===== config.mk =====
export PLATFORM = sky130hd
export DESIGN_NAME = pll_frequency_plan_writer_flat
export DESIGN_NICKNAME = d
export VERILOG_FILES = /design/src/rtl/pfpw_pkg.sv /design/src/rtl/pfpw_if.sv /design/src/rtl/pfpw_ctrl.sv /design/src/rtl/pfpw_dp.sv /design/src/rtl/pll_frequency_plan_writer.sv /design/src/flat_wrapper.sv
export SDC_FILE = /design/constraint.sdc
export NUM_CORES = 1
export LEC_CHECK = 0
export ABC_AREA = 1
export BUFFER_PORTS_ARGS = -buffer_cell sky130_fd_sc_hd__buf_4
export CAP_MARGIN = 25
export CORE_ASPECT_RATIO = 1.2
export CORE_UTILIZATION = 57
export DETAILED_ROUTE_END_ITERATION = 7
export PLACE_DENSITY = 0.79
export SYNTH_ARGS = -nofsm -noshare
export SYNTH_HDL_FRONTEND = slang
export SYNTH_SLANG_ARGS = --single-unit
export TNS_END_PERCENT = 50

===== constraint.sdc =====
create_clock -name i_clk -period 3.9 [get_ports i_clk]
set_input_delay 0.195 -clock i_clk [delete_from_list [all_inputs] [get_ports i_clk]]
set_output_delay 0.195 -clock i_clk [all_outputs]
set_load 0.005 [all_outputs]

===== src/rtl/pfpw_pkg.sv =====
// Shared types, constants and the fixed register table for the PLL frequency-plan writer.
// Used by the channel interfaces, the controller, the datapath and the top level.
package pfpw_pkg;

    // Field widths
    localparam int TARGET_W = 19;
    localparam int CH_W     = 2;
    localparam int WORD_W   = 32;
    localparam int DLY_W    = 2;

    localparam int MAX_DIV_INDEX_DEF = 18;

    // Frequency plan, 10 kHz units
    localparam int VCO_LOW     = 188000;
    localparam int VCO_HIGH    = 376000;
    localparam int PFD_UNITS   = 3072;
    localparam int FRAC_DEN    = 32'h002E_E000;
    localparam int NUM_SCALE   = FRAC_DEN / PFD_UNITS;  // remainder to numerator
    localparam int RECIP_3     = 171;                   // floor(x/3) = (x*171)>>9 for x < 512
    localparam int PFD_SHIFT   = 10;                    // 3072 = 3 << 10
    localparam int VCO_IN_W    = 19;                    // in-window VCO fits here
    localparam int PLL_N_W     = 7;
    localparam int REM_W       = 12;
    localparam int NUM_W       = 22;
    localparam int DIV_FIELD_W = 5;

    // Sequence layout
    localparam int WORD_COUNT = 15;
    localparam int SLOT_W     = 4;
    localparam logic [SLOT_W-1:0] SLOT_FIRST = 4'd0;
    localparam logic [SLOT_W-1:0] SLOT_R5    = 4'd8;
    localparam logic [SLOT_W-1:0] SLOT_R4    = 4'd9;
    localparam logic [SLOT_W-1:0] SLOT_R3    = 4'd10;
    localparam logic [SLOT_W-1:0] SLOT_R2    = 4'd11;
    localparam logic [SLOT_W-1:0] SLOT_R1    = 4'd12;
    localparam logic [SLOT_W-1:0] SLOT_R0A   = 4'd13;
    localparam logic [SLOT_W-1:0] SLOT_R0B   = 4'd14;
    localparam logic [SLOT_W-1:0] SLOT_LAST  = 4'(WORD_COUNT - 1);

    // Delay hint codes
    localparam logic [DLY_W-1:0] DLY_NONE  = 2'd0;
    localparam logic [DLY_W-1:0] DLY_SHORT = 2'd1;
    localparam logic [DLY_W-1:0] DLY_LONG  = 2'd2;

    // Register words
    localparam logic [WORD_W-1:0] R5_DIRECT  = 32'h0010_8005;
    localparam logic [WORD_W-1:0] R5_DIVIDED = 32'h0010_A805;
    localparam logic [WORD_W-1:0] R4_WORD    = 32'h0000_0004;
    localparam logic [WORD_W-1:0] R3_BASE    = 32'h2000_0FE3;
    localparam logic [WORD_W-1:0] R2_WORD    = 32'h0C00_0002 | (32'(FRAC_DEN) << 4);
    localparam logic [WORD_W-1:0] R1_BASE    = 32'h7000_2021;
    localparam logic [WORD_W-1:0] R0_BASE    = 32'h4000_0000;

    localparam logic [WORD_W-1:0] HEAD_WORDS [8] = '{
        32'h0010_8015, 32'h021F_E80F, 32'h4082_C10D, 32'h2100_50CA,
        32'h03C7_C039, 32'h207D_DBF8, 32'h0008_2317, 32'h0000_04C6
    };

    // Controller to datapath
    typedef struct packed {
        logic load;       // capture a new request
        logic step;       // try next divisor
        logic fail;       // no divisor fits
        logic quot;       // integer N
        logic rem;        // remainder
        logic num;        // fractional numerator
        logic emit_next;  // advance to next word
    } t_cmd;

    // Datapath to controller
    typedef struct packed {
        logic in_window;
        logic search_end;
        logic emit_last;
    } t_status;

endpackage


===== src/rtl/pfpw_if.sv =====
// Valid/ready channel interfaces for requests and register-word results.
// Depends on pfpw_pkg for field widths.
interface pfpw_in_if;
    import pfpw_pkg::*;
    logic                valid;
    logic                ready;
    logic [TARGET_W-1:0] target_freq;
    logic [CH_W-1:0]     channel;

    modport source (output valid, output target_freq, output channel, input ready);
    modport sink   (input valid, input target_freq, input channel, output ready);
endinterface

interface pfpw_out_if;
    import pfpw_pkg::*;
    logic              valid;
    logic              ready;
    logic [WORD_W-1:0] spi_word;
    logic [CH_W-1:0]   channel_out;
    logic [DLY_W-1:0]  delay_after;
    logic              range_error;
    logic              last_word;

    modport source (output valid, output spi_word, output channel_out, output delay_after,
                    output range_error, output last_word, input ready);
    modport sink   (input valid, input spi_word, input channel_out, input delay_after,
                    input range_error, input last_word, output ready);
endinterface


===== src/rtl/pfpw_ctrl.sv =====
// Sequencer for the frequency-plan writer: search, plan arithmetic, word emission.
// Depends on pfpw_pkg for the command and status structs.
module pfpw_ctrl (
    input  logic              i_clk,
    input  logic              i_rst_n,
    input  logic              i_in_valid,
    output logic              o_in_ready,
    output logic              o_out_valid,
    input  logic              i_out_ready,
    input  pfpw_pkg::t_status i_status,
    output pfpw_pkg::t_cmd    o_cmd
);
    import pfpw_pkg::*;

    typedef enum logic [2:0] {
        S_IDLE, S_SEARCH, S_QUOT, S_REM, S_NUM, S_EMIT, S_ERR
    } t_state;

    t_state r_state, n_state;
    logic   r_in_ready, r_out_valid;
    logic   w_in_acc, w_out_acc;

    assign w_in_acc  = i_in_valid && r_in_ready;
    assign w_out_acc = r_out_valid && i_out_ready;

    // Next state and commands
    always_comb begin
        n_state = r_state;
        o_cmd   = '0;
        case (r_state)
            S_IDLE: begin
                if (w_in_acc) begin
                    o_cmd.load = 1'b1;
                    n_state    = S_SEARCH;
                end
            end
            S_SEARCH: begin
                if (i_status.in_window) begin
                    n_state = S_QUOT;
                end else if (i_status.search_end) begin
                    o_cmd.fail = 1'b1;
                    n_state    = S_ERR;
                end else begin
                    o_cmd.step = 1'b1;
                end
            end
            S_QUOT: begin
                o_cmd.quot = 1'b1;
                n_state    = S_REM;
            end
            S_REM: begin
                o_cmd.rem = 1'b1;
                n_state   = S_NUM;
            end
            S_NUM: begin
                o_cmd.num = 1'b1;
                n_state   = S_EMIT;
            end
            S_EMIT: begin
                if (w_out_acc) begin
                    if (i_status.emit_last) begin
                        n_state = S_IDLE;
                    end else begin
                        o_cmd.emit_next = 1'b1;
                    end
                end
            end
            S_ERR: begin
                if (w_out_acc) begin
                    n_state = S_IDLE;
                end
            end
            default: n_state = S_IDLE;
        endcase
    end

    // State and registered handshake outputs
    always_ff @(posedge i_clk) begin
        if (!i_rst_n) begin
            r_state     <= S_IDLE;
            r_in_ready  <= 1'b1;
            r_out_valid <= 1'b0;
        end else begin
            r_state     <= n_state;
            r_in_ready  <= (n_state == S_IDLE);
            r_out_valid <= (n_state == S_EMIT) || (n_state == S_ERR);
        end
    end

    assign o_in_ready  = r_in_ready;
    assign o_out_valid = r_out_valid;

endmodule


===== src/rtl/pfpw_dp.sv =====
// Datapath: divisor search accumulator, N / remainder / numerator, word selection.
// Depends on pfpw_pkg for constants, the register table and command/status structs.
module pfpw_dp #(
    parameter int MAX_DIV_INDEX = pfpw_pkg::MAX_DIV_INDEX_DEF
) (
    input  logic                          i_clk,
    input  logic                          i_rst_n,
    input  pfpw_pkg::t_cmd                i_cmd,
    input  logic [pfpw_pkg::TARGET_W-1:0] i_target_freq,
    input  logic [pfpw_pkg::CH_W-1:0]     i_channel,
    output pfpw_pkg::t_status             o_status,
    output logic [pfpw_pkg::WORD_W-1:0]   o_spi_word,
    output logic [pfpw_pkg::CH_W-1:0]     o_channel_out,
    output logic [pfpw_pkg::DLY_W-1:0]    o_delay_after,
    output logic                          o_range_error,
    output logic                          o_last_word
);
    import pfpw_pkg::*;

    localparam int IDX_W = (MAX_DIV_INDEX > 1) ? $clog2(MAX_DIV_INDEX + 1) : 1;
    // (2*MAX+2)*freq < 2^(TARGET_W+1+clog2(MAX+1))
    localparam int VCO_W = TARGET_W + 1 + IDX_W;

    logic [VCO_W-1:0]   r_vco, r_mult2;
    logic [IDX_W-1:0]   r_idx;
    logic               r_divided, r_err;
    logic [CH_W-1:0]    r_chan;
    logic [PLL_N_W-1:0] r_pll_n;
    logic [REM_W-1:0]   r_rem;
    logic [NUM_W-1:0]   r_num;
    logic [SLOT_W-1:0]  r_slot;

    logic [VCO_IN_W-PFD_SHIFT-1:0] w_hi;
    logic [VCO_IN_W-PFD_SHIFT+7:0] w_quot_prod;
    logic [VCO_IN_W-1:0]           w_rem_full;
    logic [DIV_FIELD_W-1:0]        w_div_field;
    logic [WORD_W-1:0]             w_r0, w_r1, w_r3, w_r5, w_word;

    // Search, arithmetic and sequence counter
    assign w_hi        = r_vco[VCO_IN_W-1:PFD_SHIFT];
    assign w_quot_prod = (VCO_IN_W-PFD_SHIFT+8)'(w_hi) * (VCO_IN_W-PFD_SHIFT+8)'(RECIP_3);
    assign w_rem_full  = r_vco[VCO_IN_W-1:0]
                       - (VCO_IN_W'(r_pll_n) * VCO_IN_W'(PFD_UNITS));

    always_ff @(posedge i_clk) begin
        if (!i_rst_n) begin
            r_err  <= 1'b0;
            r_slot <= SLOT_FIRST;
        end else begin
            if (i_cmd.load) begin
                r_err  <= 1'b0;
                r_slot <= SLOT_FIRST;
            end else begin
                if (i_cmd.fail)      r_err  <= 1'b1;
                if (i_cmd.emit_next) r_slot <= r_slot + 1'b1;
            end
        end
    end

    always_ff @(posedge i_clk) begin
        if (i_cmd.load) begin
            r_vco     <= VCO_W'(i_target_freq);
            r_mult2   <= VCO_W'({i_target_freq, 1'b0});
            r_idx     <= '0;
            r_divided <= 1'b0;
            r_chan    <= i_channel;
        end else if (i_cmd.step) begin
            // first step moves to x2, later steps add 2*freq and bump the index
            if (!r_divided) begin
                r_vco     <= r_mult2;
                r_divided <= 1'b1;
            end else begin
                r_vco <= r_vco + r_mult2;
                r_idx <= r_idx + 1'b1;
            end
        end
        if (i_cmd.quot) r_pll_n <= w_quot_prod[VCO_IN_W-PFD_SHIFT+8-2:9];
        if (i_cmd.rem)  r_rem   <= w_rem_full[REM_W-1:0];
        if (i_cmd.num)  r_num   <= NUM_W'(r_rem) * NUM_W'(NUM_SCALE);
    end

    assign o_status.in_window  = (r_vco >= VCO_W'(VCO_LOW)) && (r_vco <= VCO_W'(VCO_HIGH));
    assign o_status.search_end = r_divided && (r_idx == IDX_W'(MAX_DIV_INDEX));
    assign o_status.emit_last  = (r_slot == SLOT_LAST);

    // Patched words
    assign w_div_field = DIV_FIELD_W'(r_idx);
    assign w_r5 = r_divided ? R5_DIVIDED : R5_DIRECT;
    assign w_r3 = R3_BASE | (WORD_W'(w_div_field) << 18);
    assign w_r1 = R1_BASE | (WORD_W'(r_num[NUM_W-1:12]) << 15);
    assign w_r0 = R0_BASE | (WORD_W'(r_pll_n) << 16) | (WORD_W'(r_num[11:0]) << 4);

    always_comb begin
        case (r_slot)
            SLOT_R5:            w_word = w_r5;
            SLOT_R4:            w_word = R4_WORD;
            SLOT_R3:            w_word = w_r3;
            SLOT_R2:            w_word = R2_WORD;
            SLOT_R1:            w_word = w_r1;
            SLOT_R0A, SLOT_R0B: w_word = w_r0;
            default: begin
                if (r_slot < SLOT_R5) w_word = HEAD_WORDS[r_slot[2:0]];
                else                  w_word = '0;
            end
        endcase
    end

    // Beat payload
    always_comb begin
        if (r_err)                    o_delay_after = DLY_NONE;
        else if (r_slot == SLOT_FIRST) o_delay_after = DLY_SHORT;
        else if (r_slot == SLOT_R0A)   o_delay_after = DLY_LONG;
        else                          o_delay_after = DLY_NONE;
    end

    assign o_spi_word    = r_err ? '0 : w_word;
    assign o_channel_out = r_chan;
    assign o_range_error = r_err;
    assign o_last_word   = r_err || (r_slot == SLOT_LAST);

endmodule


===== src/rtl/pll_frequency_plan_writer.sv =====
// PLL frequency-plan writer: one request in, 15 register-word beats out (or one error beat).
// Divisor search tries one divisor per cycle in the accumulator; N, remainder and numerator
// follow in turn, then 15 beats go out at one per cycle while the sink is ready.
// One request at a time; the next is taken the cycle after the last beat is accepted.
// Synchronous active-low reset returns the sequencer to idle; no memory clearing.
module pll_frequency_plan_writer #(
    parameter int MAX_DIV_INDEX = pfpw_pkg::MAX_DIV_INDEX_DEF
) (
    input  logic       i_clk,
    input  logic       i_rst_n,
    pfpw_in_if.sink    i_in,
    pfpw_out_if.source o_out
);
    import pfpw_pkg::*;

    t_cmd    w_cmd;
    t_status w_status;

    pfpw_ctrl u_ctrl (
        .i_clk       (i_clk),
        .i_rst_n     (i_rst_n),
        .i_in_valid  (i_in.valid),
        .o_in_ready  (i_in.ready),
        .o_out_valid (o_out.valid),
        .i_out_ready (o_out.ready),
        .i_status    (w_status),
        .o_cmd       (w_cmd)
    );

    pfpw_dp #(
        .MAX_DIV_INDEX (MAX_DIV_INDEX)
    ) u_dp (
        .i_clk         (i_clk),
        .i_rst_n       (i_rst_n),
        .i_cmd         (w_cmd),
        .i_target_freq (i_in.target_freq),
        .i_channel     (i_in.channel),
        .o_status      (w_status),
        .o_spi_word    (o_out.spi_word),
        .o_channel_out (o_out.channel_out),
        .o_delay_after (o_out.delay_after),
        .o_range_error (o_out.range_error),
        .o_last_word   (o_out.last_word)
    );

    // No request taken while beats are pending
    a_no_overlap: assert property (@(posedge i_clk) disable iff (!i_rst_n)
        !(o_out.valid && i_in.ready))
        else $error("request ready while beats pending");

    // An error beat is a lone, empty, final beat
    a_err_beat: assert property (@(posedge i_clk) disable iff (!i_rst_n)
        (o_out.valid && o_out.range_error) |-> (o_out.last_word && (o_out.spi_word == '0)))
        else $error("malformed error beat");

    // Final beat accepted returns to idle
    a_back_idle: assert property (@(posedge i_clk) disable iff (!i_rst_n)
        (o_out.valid && o_out.ready && o_out.last_word) |=> i_in.ready)
        else $error("not idle after last beat");

    // Step, fail and emit-next commands are never issued together with a new request capture
    a_cmd_excl: assert property (@(posedge i_clk) disable iff (!i_rst_n)
        w_cmd.load |-> !(w_cmd.step || w_cmd.fail || w_cmd.emit_next))
        else $error("load overlaps other command");

endmodule

===== src/flat_wrapper.sv =====
// flat-port wrapper written by rule: the top's interface ports become plain ports
module pll_frequency_plan_writer_flat import pfpw_pkg::*;
#(
    parameter int MAX_DIV_INDEX = pfpw_pkg::MAX_DIV_INDEX_DEF
)
  (i_clk, i_rst_n, i_in_valid, i_in_target_freq, i_in_channel, i_in_ready, o_out_valid, o_out_spi_word, o_out_channel_out, o_out_delay_after, o_out_range_error, o_out_last_word, o_out_ready);
  pfpw_in_if i_in_i ();
  pfpw_out_if o_out_i ();
  input  logic i_clk;
  input  logic i_rst_n;
  input wire logic [$bits(i_in_i.valid)-1:0] i_in_valid;
  input wire logic [$bits(i_in_i.target_freq)-1:0] i_in_target_freq;
  input wire logic [$bits(i_in_i.channel)-1:0] i_in_channel;
  output wire logic [$bits(i_in_i.ready)-1:0] i_in_ready;
  output wire logic [$bits(o_out_i.valid)-1:0] o_out_valid;
  output wire logic [$bits(o_out_i.spi_word)-1:0] o_out_spi_word;
  output wire logic [$bits(o_out_i.channel_out)-1:0] o_out_channel_out;
  output wire logic [$bits(o_out_i.delay_after)-1:0] o_out_delay_after;
  output wire logic [$bits(o_out_i.range_error)-1:0] o_out_range_error;
  output wire logic [$bits(o_out_i.last_word)-1:0] o_out_last_word;
  input wire logic [$bits(o_out_i.ready)-1:0] o_out_ready;
  assign i_in_i.valid = i_in_valid;
  assign i_in_i.target_freq = i_in_target_freq;
  assign i_in_i.channel = i_in_channel;
  assign i_in_ready = i_in_i.ready;
  assign o_out_valid = o_out_i.valid;
  assign o_out_spi_word = o_out_i.spi_word;
  assign o_out_channel_out = o_out_i.channel_out;
  assign o_out_delay_after = o_out_i.delay_after;
  assign o_out_range_error = o_out_i.range_error;
  assign o_out_last_word = o_out_i.last_word;
  assign o_out_i.ready = o_out_ready;
  pll_frequency_plan_writer #(.MAX_DIV_INDEX(MAX_DIV_INDEX)) u_core (.i_clk(i_clk), .i_rst_n(i_rst_n), .i_in(i_in_i), .o_out(o_out_i));
endmodule

==> metrics.txt <==
# TYPE chip_impl_metric gauge
chip_impl_metric{name="syn_nets",unit=""} 1371
chip_impl_metric{name="hold_viol_final",unit=""} 0
chip_impl_info{name="mostFrequentLayoutCells",value="232 x sky130_fd_sc_hd__nand2_1, 195 x sky130_fd_sc_hd__inv_1, 131 x sky130_fd_sc_hd__buf_4, 115 x sky130_fd_sc_hd__ha_1, 105 x sky130_fd_sc_hd__nor2_1"} 1
chip_impl_info{name="cells_traversed_along_the_worst_timing_path",value="buf_4 -> buf_6 -> fa_1 -> inv_2 -> fa_1 -> fa_1 -> inv_2 -> fa_2 -> ha_4 -> nand2_2 -> a21oi_2 -> nor2_1 -> nand3_2 -> nand3_2 -> buf_4 -> nand3_2 -> xor2_1"} 1
chip_impl_info{name="outcome",value="complete, but fails checks"} 1
chip_impl_metric{name="synth.top_cell.area_share",unit="%"} 24.6
chip_impl_metric{name="ys_seq_area_share",unit="%"} 29.2
chip_impl_metric{name="hpwlAfterDp",unit="um"} 19300
chip_impl_info{name="synth_area_leaders",value="sky130_fd_sc_hd__edfxtp_1 25%, sky130_fd_sc_hd__ha_1 16%, sky130_fd_sc_hd__fa_1 11%"} 1
chip_impl_metric{name="hold-path-cell-count",unit=""} 1
chip_impl_info{name="layout.cells.most_common",value="sky130_fd_sc_hd__nand2_1"} 1
chip_impl_metric{name="clk_transition_reported_paths",unit="ns"} 0.07
chip_impl_metric{name="rr_worst_depth",unit=""} 17
chip_impl_info{name="timing.critical_path.slowest_stage_cell",value="sky130_fd_sc_hd__fa_2"} 1
chip_impl_metric{name="clkLatencyLatePin",unit="ns"} 0.36
chip_impl_metric{name="synth-adder-area-share",unit="%"} 27.4
chip_impl_metric{name="drt-initial-drc-count",unit=""} 522
chip_impl_metric{name="synth.mux.area_fraction",unit="%"} 0
chip_impl_metric{name="fp.dieW",unit="um"} 120
chip_impl_metric{name="crit_path_max_fanout",unit=""} 4
chip_impl_metric{name="top_level_ports",unit=""} 65
chip_impl_metric{name="grt_antenna_before_repair",unit=""} 0
chip_impl_metric{name="crit_path_dat",unit="ns"} 4.21
chip_impl_metric{name="ys_types",unit=""} 49
chip_impl_metric{name="first_pass_grt_wire_length",unit="um"} 39500
chip_impl_metric{name="groute.usage.overall",unit="%"} 29.9
chip_impl_metric{name="post_route_cells_drive_above_1_share",unit="%"} 19.2
chip_impl_metric{name="worst-endpoint-required",unit="ns"} 4.01
chip_impl_metric{name="worstMarginPinSlew",unit="ns"} 0.885
chip_impl_metric{name="nFillCells",unit=""} 1254
chip_impl_metric{name="path_depth",unit=""} 17
chip_impl_metric{name="design.final.nets",unit=""} 1502
chip_impl_metric{name="clock_sink_count",unit=""} 100
chip_impl_metric{name="route.detailed.wl_per_inst",unit="um"} 16.6
chip_impl_metric{name="placeableCoreArea",unit="sq mm"} 0.0163
chip_impl_info{name="synth_top_family_by_area",value="adder cells"} 1
chip_impl_info{name="timing.critical_path.max_delay_family",value="adder cells"} 1
chip_impl_metric{name="synth.yosys.warnings",unit=""} 0
chip_impl_metric{name="synthCells",unit=""} 1169
chip_impl_metric{name="die-height",unit="um"} 144
chip_impl_metric{name="routed_wl",unit="um"} 25100
chip_impl_metric{name="cap_violations",unit=""} 0
chip_impl_metric{name="gp_congestion",unit=""} 0.949
chip_impl_metric{name="diode_count",unit=""} 0
chip_impl_info{name="hold_class",value="in2reg"} 1
chip_impl_info{name="clock_root_buffer",value="sky130_fd_sc_hd__clkbuf_16"} 1
chip_impl_metric{name="vias_in_the_first_global_route",unit=""} 8192
chip_impl_metric{name="slew-limit-headroom",unit="%"} 40.9
chip_impl_metric{name="finalClockSkew",unit="ns"} 0.0105
chip_impl_info{name="tritoncts",value="built"} 1
chip_impl_metric{name="drtAntennaViolNets",unit=""} 0
chip_impl_metric{name="crit_buf_inv",unit=""} 5
chip_impl_metric{name="residual_overflow_from_global_routing",unit=""} 0
chip_impl_metric{name="fin_crit",unit="ns"} 4.10
chip_impl_metric{name="yosys.area_share.simple",unit="%"} 19.4
chip_impl_metric{name="final_worst_setup_slack",unit="ns"} -0.202
chip_impl_metric{name="clock_buffers_created_by_tritoncts",unit=""} 9
chip_impl_info{name="endpoint_kind",value="flip-flop"} 1
chip_impl_metric{name="cts.htree.levels",unit=""} 3
chip_impl_metric{name="place.detailed.instances",unit=""} 1476
chip_impl_metric{name="syn_area_per_cell",unit="sq um"} 8.16
chip_impl_info{name="crit_type",value="reg2reg"} 1
chip_impl_metric{name="setup_viol_count_final",unit=""} 10
chip_impl_info{name="postSynth.topFlopCell",value="sky130_fd_sc_hd__edfxtp_1"} 1
chip_impl_metric{name="syn_to_final_growth",unit="%"} 19.1
chip_impl_metric{name="synthXorXnorAreaFrac",unit="%"} 3.49
chip_impl_metric{name="final_cell_count_no_fill",unit=""} 1517
chip_impl_metric{name="number_of_flip_flops_and_latches_in_the_synthesized_netlist",unit=""} 100
chip_impl_metric{name="detail_route.vias_per_cell",unit=""} 5.46
chip_impl_metric{name="slew_viol_final",unit=""} 0
chip_impl_metric{name="synth-async-reset-ratio",unit="%"} 0
chip_impl_metric{name="cts_buffer_depth",unit=""} 2
chip_impl_metric{name="start_util",unit="%"} 58.6
chip_impl_metric{name="synth_compound_gate_area_share",unit="%"} 10.8
chip_impl_metric{name="max_clock_freq",unit="MHz"} 244
chip_impl_info{name="synth.largest_area_cell",value="sky130_fd_sc_hd__edfxtp_1"} 1
chip_impl_info{name="start_kind",value="flip-flop"} 1
chip_impl_metric{name="post_synthesis_cell_area",unit="sq mm"} 0.00954
chip_impl_metric{name="max_stage_delay",unit="ns"} 0.54
chip_impl_info{name="violations",value="negative setup slack"} 1
chip_impl_metric{name="io_buffer_count",unit=""} 63
chip_impl_info{name="grt_setup_unrepaired",value="true"} 1
chip_impl_metric{name="total_vias_in_the_final_route",unit=""} 8285
chip_impl_metric{name="grt_start_max_net_pins",unit=""} 30
chip_impl_metric{name="die_area",unit="sq mm"} 0.0173
chip_impl_metric{name="drc",unit=""} 0
chip_impl_metric{name="min_period_over_period",unit="%"} 105
chip_impl_metric{name="detailedRoute.firstPassIterationCount",unit=""} 5
chip_impl_metric{name="synth_enable_flop_cells",unit=""} 78
chip_impl_metric{name="core.rowCount",unit=""} 51
## Yosys cell counts (9+ instances only)
cell type,number
sky130_fd_sc_hd__nor2_1,110
sky130_fd_sc_hd__dfxtp_1,22
sky130_fd_sc_hd__nand2_1,240
sky130_fd_sc_hd__inv_2,10
sky130_fd_sc_hd__nand4_1,13
sky130_fd_sc_hd__ha_1,124
sky130_fd_sc_hd__xor2_1,29
sky130_fd_sc_hd__clkbuf_1,9
sky130_fd_sc_hd__a21oi_1,84
sky130_fd_sc_hd__nor3_1,10
sky130_fd_sc_hd__nand3_1,43
sky130_fd_sc_hd__edfxtp_1,78
sky130_fd_sc_hd__fa_1,53
sky130_fd_sc_hd__inv_1,210
sky130_fd_sc_hd__o21ai_0,44
sky130_fd_sc_hd__xnor2_1,9
## flip-flops by register name (all words and copies together) (netlist names)
| name | count |
|---|---|
| u_core.u_ctrl.o_out_valid | 1 |
| u_core.u_dp.r_pll_n | 7 |
| u_core.u_dp.r_mult2 | 19 |
| u_core.u_dp.o_range_error | 1 |
| u_core.u_dp.r_vco | 25 |
| u_core.u_dp.r_num | 19 |
| u_core.u_dp.r_divided | 1 |
| u_core.u_ctrl.o_in_ready | 1 |
| u_core.u_ctrl.r_state | 3 |
| u_core.u_dp.r_rem | 12 |
| u_core.u_dp.r_slot | 4 |
| u_core.u_dp.o_channel_out | 2 |
| u_core.u_dp.r_idx | 5 |
## what timing repair did
action	in CTS	in global routing
pin swaps	25	34
hold endpoints to repair	0	0
endpoints found under the setup margin	10	17
gates resized for setup	28	35
buffers inserted	15	9
hold buffers	0	0
## cell type report
| class | instances | area, sq um | share of cell area (%) |
|---|---|---|---|
| Clock buffer | 11 | 275 | 2.42 |
| Clock inverter | 5 | 45.0 | 0.396 |
| Inverter | 221 | 831 | 7.31 |
| Multi-Input combinational cell | 830 | 6110 | 53.7 |
| Sequential cell | 100 | 2780 | 24.5 |
| Tap cell | 212 | 265 | 2.33 |
| Timing Repair Buffer | 138 | 1060 | 9.29 |
## path summary, 6_finish.rpt
| check | startpoint | end | slack [ns] |
|---|---|---|---|
| hold / removal | i_in_channel[1] | u_core.u_dp.o_channel_out[1] | 0.01 |
| hold reg to reg | u_core.u_dp.r_idx[3] | u_core.u_dp.r_idx[3] | 0.51 |
| setup reg to reg | u_core.u_dp.r_rem[4] | u_core.u_dp.r_num[18] | -0.20 |
| setup / recovery | u_core.u_dp.r_rem[4] | u_core.u_dp.r_num[18] | -0.20 |
## through the flow
step	instance area, sq um	util [%]	hold slack (ns)	worst slack, ns	setup TNS [ns]
4_1_cts	11200	68.5	0.00269	-0.103	-0.318
3_3_place_gp	10600	65.3	0.373	-0.0878	-0.154
3_5_place_dp	10600	65.3	0.374	-0.242	-0.985
6_report	11400	69.8	0.00965	-0.202	-1.48
2_1_floorplan	9600	-	0.294	0.00805	0
5_1_grt	11400	69.8	0.00142	-0.339	-2.69
## logic make-up after synthesis
kind of cell | Yosys count
simple gates | 438
buf+inv | 239
fa+ha+maj | 177
compound gates | 176
flops | 100
xor+xnor | 38
other cells | 1
## routing by layer
layer,vias to the layer above,wire length [um],global-route usage (%)
li1,4060,-,-
met1,3861,9770,33.6
met2,281,12900,54.3
met3,83,1040,4.05
met4,0,1400,17.1
met5,-,0,0
## worst reg2reg max path, delay by kind of cell (launching register included)
| family | cells | cell delay (ns) |
|---|---|---|
| adder cells (fa/ha/maj) | 5 | 2.23 |
| flip-flops | 1 | 0.48 |
| buffers and inverters | 5 | 0.48 |
| AND/OR/NAND/NOR | 5 | 0.47 |
| XOR/XNOR | 1 | 0.15 |
| AO/OA/AOI/OAI | 1 | 0.05 |
Power is left out: the tool's default activity adds up to more than one toggle a clock period on the data nets, which glitch-free logic cannot reach.
